==> config.mk <==
export PLATFORM = sky130hd
export DESIGN_NAME = mtg_mul_unit
export DESIGN_NICKNAME = d
export VERILOG_FILES = /design/src/design/assert_macros.svh /design/src/design/mtg_pkg.sv /design/src/design/mtg_mul_unit.sv
export SDC_FILE = /design/constraint.sdc
export NUM_CORES = 1
export LEC_CHECK = 0
export ABC_AREA = 1
export BUFFER_PORTS_ARGS = -buffer_cell sky130_fd_sc_hd__buf_2
export CAP_MARGIN = 0
export CORE_ASPECT_RATIO = 1.75
export CORE_MARGIN = 3
export CORE_UTILIZATION = 50
export CTS_BUF_LIST = sky130_fd_sc_hd__clkbuf_2 sky130_fd_sc_hd__clkbuf_4 sky130_fd_sc_hd__clkbuf_8
export CTS_CLUSTER_DIAMETER = 100
export DETAILED_ROUTE_END_ITERATION = 8
export GPL_ROUTABILITY_DRIVEN = 0
export PLACE_DENSITY = 0.72
export SYNTH_ARGS = -nofsm -noshare
export SYNTH_HDL_FRONTEND = slang
export SYNTH_SLANG_ARGS = --single-unit
==> constraint.sdc <==
create_clock -name clk -period 6.2 [get_ports clk]
set_input_delay 1.24 -clock clk [delete_from_list [all_inputs] [get_ports clk]]
set_output_delay 1.24 -clock clk [all_outputs]
set_load 0.02 [all_outputs]
==> src/design/assert_macros.svh <==
// assertion helpers included by the generator top
`ifndef ASSERT_MACROS_SVH
`define ASSERT_MACROS_SVH

// same-cycle implication, clocked on clk, off during reset
`define ASSERT_IMPL(label, ante, cons) \
  label: assert property (@(posedge clk) disable iff (!rst_n) (ante) |-> (cons)) \
    else $error("assertion failed");

// next-cycle implication, clocked on clk, off during reset
`define ASSERT_NEXT(label, ante, cons) \
  label: assert property (@(posedge clk) disable iff (!rst_n) (ante) |=> (cons)) \
    else $error("assertion failed");

`endif

==> src/design/mtg_pkg.sv <==
`default_nettype none

package mtg_pkg;

  localparam int unsigned WORD_W = 32;
  localparam int unsigned CNT_W = 20;
  localparam int unsigned SHIFT_DIST = 397;

  // opcodes of the input item
  localparam logic [1:0] OP_SEED = 2'd0;
  localparam logic [1:0] OP_NEXT = 2'd1;
  localparam logic [1:0] OP_SKIP = 2'd2;

  localparam logic [WORD_W-1:0] INIT_MULT = 32'h6C07_8965;
  localparam logic [WORD_W-1:0] TWIST_XOR = 32'h9908_B0DF;
  localparam logic [WORD_W-1:0] UPPER_BIT = 32'h8000_0000;
  localparam logic [WORD_W-1:0] LOWER_BITS = 32'h7FFF_FFFF;
  localparam logic [WORD_W-1:0] TEMPER_B = 32'h9D2C_5680;
  localparam logic [WORD_W-1:0] TEMPER_C = 32'hEFC6_0000;

  typedef logic [WORD_W-1:0] word_t;

  // output tempering
  function automatic word_t temper(input word_t w);
    word_t y;
    y = w;
    y = y ^ (y >> 11);
    y = y ^ ((y << 7) & TEMPER_B);
    y = y ^ ((y << 15) & TEMPER_C);
    y = y ^ (y >> 18);
    return y;
  endfunction

  // one twist step from the current, following and far words
  function automatic word_t twist_word(input word_t cur, input word_t nxt, input word_t far);
    word_t y;
    word_t mag;
    y = (cur & UPPER_BIT) | (nxt & LOWER_BITS);
    mag = y[0] ? TWIST_XOR : '0;
    return far ^ (y >> 1) ^ mag;
  endfunction

endpackage

`default_nettype wire

==> src/design/mtg_mul_unit.sv <==
`default_nettype none

module mtg_mul_unit (
  input  wire logic                       clk,
  input  wire logic [mtg_pkg::WORD_W-1:0] mul_x,
  output logic      [mtg_pkg::WORD_W-1:0] prod
);

  mtg_pkg::word_t prod_r;

  // registered low word of x times the init multiplier
  always_ff @(posedge clk) begin
    prod_r <= mtg_pkg::WORD_W'(mul_x * mtg_pkg::INIT_MULT);
  end

  assign prod = prod_r;

endmodule

`default_nettype wire

==> run summary <==
Slack of the critical path -> -0.0309 ns
Final hold violation count -> 0
Avg Cell Area, Syn -> 9.28 um^2
Req. time, crit path -> 6.42 ns
Status -> complete, but fails checks
Residual DRC -> 0
Clock-pin slew on the worst setup and hold paths -> 0.09 ns
Max reg flops -> 32
Final Max Tran Viols -> 0
Post-Syn Instances -> 937
Largest family of logic cells by synthesized area -> adder cells
Hold/Removal Path Class -> in -> reg
Share of synthesized cell area in and, or, nand and nor gates -> 0.0894
Failing checks -> negative setup slack
Util after Layout -> 0.647
Max-Cap Viols -> 0
CTS tree -> built
CTS Sinks -> 32
Main synth FF type -> dfxtp_1
Synth Area in XOR/XNOR -> 0.0363
Avg WL per Cell -> 17.5 um
Drt pass-1 iters -> 5
Vias per cell -> 5.18
Footprint of the multi-input gates -> 7710 um^2
FMAX -> 160 MHz
DP Wirelength -> 19400 um
Antenna-violating nets left -> 0
FILL cells -> 1352
Final min period -> 6.23 ns
Layout Nets -> 1512
Hold Buf Count CTS -> 0
Commonest non-fill, non-tap cell in the layout -> inv_1
Mux cell area share after synthesis -> 0
Die Y -> 180 um
Sequential area share after synthesis -> 0.0737
Setup TNS -> -0.0599 ns
Crit path arrival time -> 6.46 ns
Yosys cell types -> 32
Vias -> 6993
Layout cells sized above 1 -> 0.276
N_diodes -> 0
Synthesis-to-layout area growth -> 26.7%
CORE AREA -> 17000 um^2
Post-Place Cells -> 1333
Worst Tran Pin Value -> 0.444 ns
Largest net degree at the start of global routing -> 12
Post-synth EDFFs -> 0
Placed cell area -> 10100 um^2
Initial drt markers -> 276
FP Rows -> 63
CTS HTree Levels -> 2
Synth Register Bits -> 32
Area occupied by registers -> 641 um^2
Ys async rst share -> 0
Clock buffer depth -> 2
Total Wirelength -> 23700 um
Crit-path max FO -> 4
RSZ-0062 raised after global routing -> true
Critical Path Source Type -> input port
Final Instance Count excl. Fillers -> 1351
Worst relative slew slack -> 0.701
Mapped Nets -> 1326
Setup CP Type -> in -> reg
Mapped Area -> 8690 um^2
First-pass GRT wire length -> 35800 um
Die area -> 19100 um^2
Grt total ovfl -> 0
Critical path endpoint category -> flop
IO Port Bufs -> 64
GRT Util Overall -> 0.239
Design Area, Final -> 11000 um^2
Die X -> 106 um
Initial antenna violation count -> 0
Most frequent cells in the layout -> 258 x inv_1, 172 x ha_1, 140 x fa_1
Complex-gate fraction of the synthesized area -> 0.0432
Boundary Pins -> 65
Ys Warns -> 0
Fin crit share -> 1.00
Clk root buf -> clkbuf_8
Initial Util -> 0.510
Synth Area in Adders -> 0.640
Final setup violation count -> 4
Vias in the first global route -> 7404
Total CTS buffers -> 5
worst paths after layout:
| path | start | to | slack, ns | cells after the start |
|---|---|---|---|---|
| max | mul_x[16] | prod[29] | -0.03 | 23 |
| min | mul_x[0] | prod[0] | 1.24 | 2 |
cell type report:
class / count / share of cell area
Sequential cell: 32 / 0.0582
Timing Repair Buffer: 179 / 0.115
Clock inverter: 3 / 0.00170
Multi-Input combinational cell: 632 / 0.700
Tap cell: 227 / 0.0258
Clock buffer: 5 / 0.00625
Inverter: 273 / 0.0933
per-layer routing:
metal	part of all wire	GRT usage	vias to the layer above
met4	0.061	0.109	0
li1	-	-	3255
met5	0	0	-
met2	0.56	0.473	221
met3	0.036	0.0233	93
met1	0.34	0.246	3424
cell families (layout without fill, tap and decap cells):
kind of cell | after synthesis | in the layout
compound gates | 64 | 64
xor+xnor | 36 | 36
fa+ha+maj | 356 | 356
buf+inv | 273 | 460
flops | 32 | 32
simple gates | 176 | 176
worst max-delay path: stages:
cell,delay [ns]
buf_2,0.16
ha_4,0.26
ha_4,0.24
fa_1,0.51
inv_1,0.05
fa_1,0.48
inv_1,0.05
fa_1,0.54
fa_1,0.45
fa_1,0.49
inv_1,0.05
fa_1,0.49
inv_1,0.07
ha_4,0.30
nand2_4,0.08
nor2_4,0.12
inv_4,0.06
nor3_4,0.28
nand3_2,0.15
nand3_2,0.11
nand2_1,0.06
nand2_1,0.08
xor2_1,0.12
cells in the mapped netlist, drive strengths merged, types with 3 or more instances:
library cell    n  area [um^2]
a21o            3         22.5
a21oi          34          185
dfxtp          32          641
fa            147         2940
ha            209         2620
inv           273         1020
nand2         107          422
nand3          25          130
nand3b          4         30.0
nand4           3         18.8
nor2           27          114
nor3            8         50.1
o21ai          21          120
xnor2          11         96.3
xor2           25          219
metrics by stage:
stage	hold slack (ns)	setup WS, ns
after floorplan	1.27	0.00446
after global placement	1.56	-0.492
after detailed placement	1.56	-0.556
after CTS	1.24	-0.00967
after global routing	1.24	-0.169
final	1.24	-0.0309
repair_timing:
action                                  4_1_cts  5_1_grt
pin swaps                                     6       66
buffers inserted                              1        9
endpoints found under the setup margin       12       14
gates resized for setup                      44      104
endpoints found under the hold margin         0        0
Power is not shown: default switching activity piles up to over one toggle a cycle in this logic, so the estimate is an artifact.
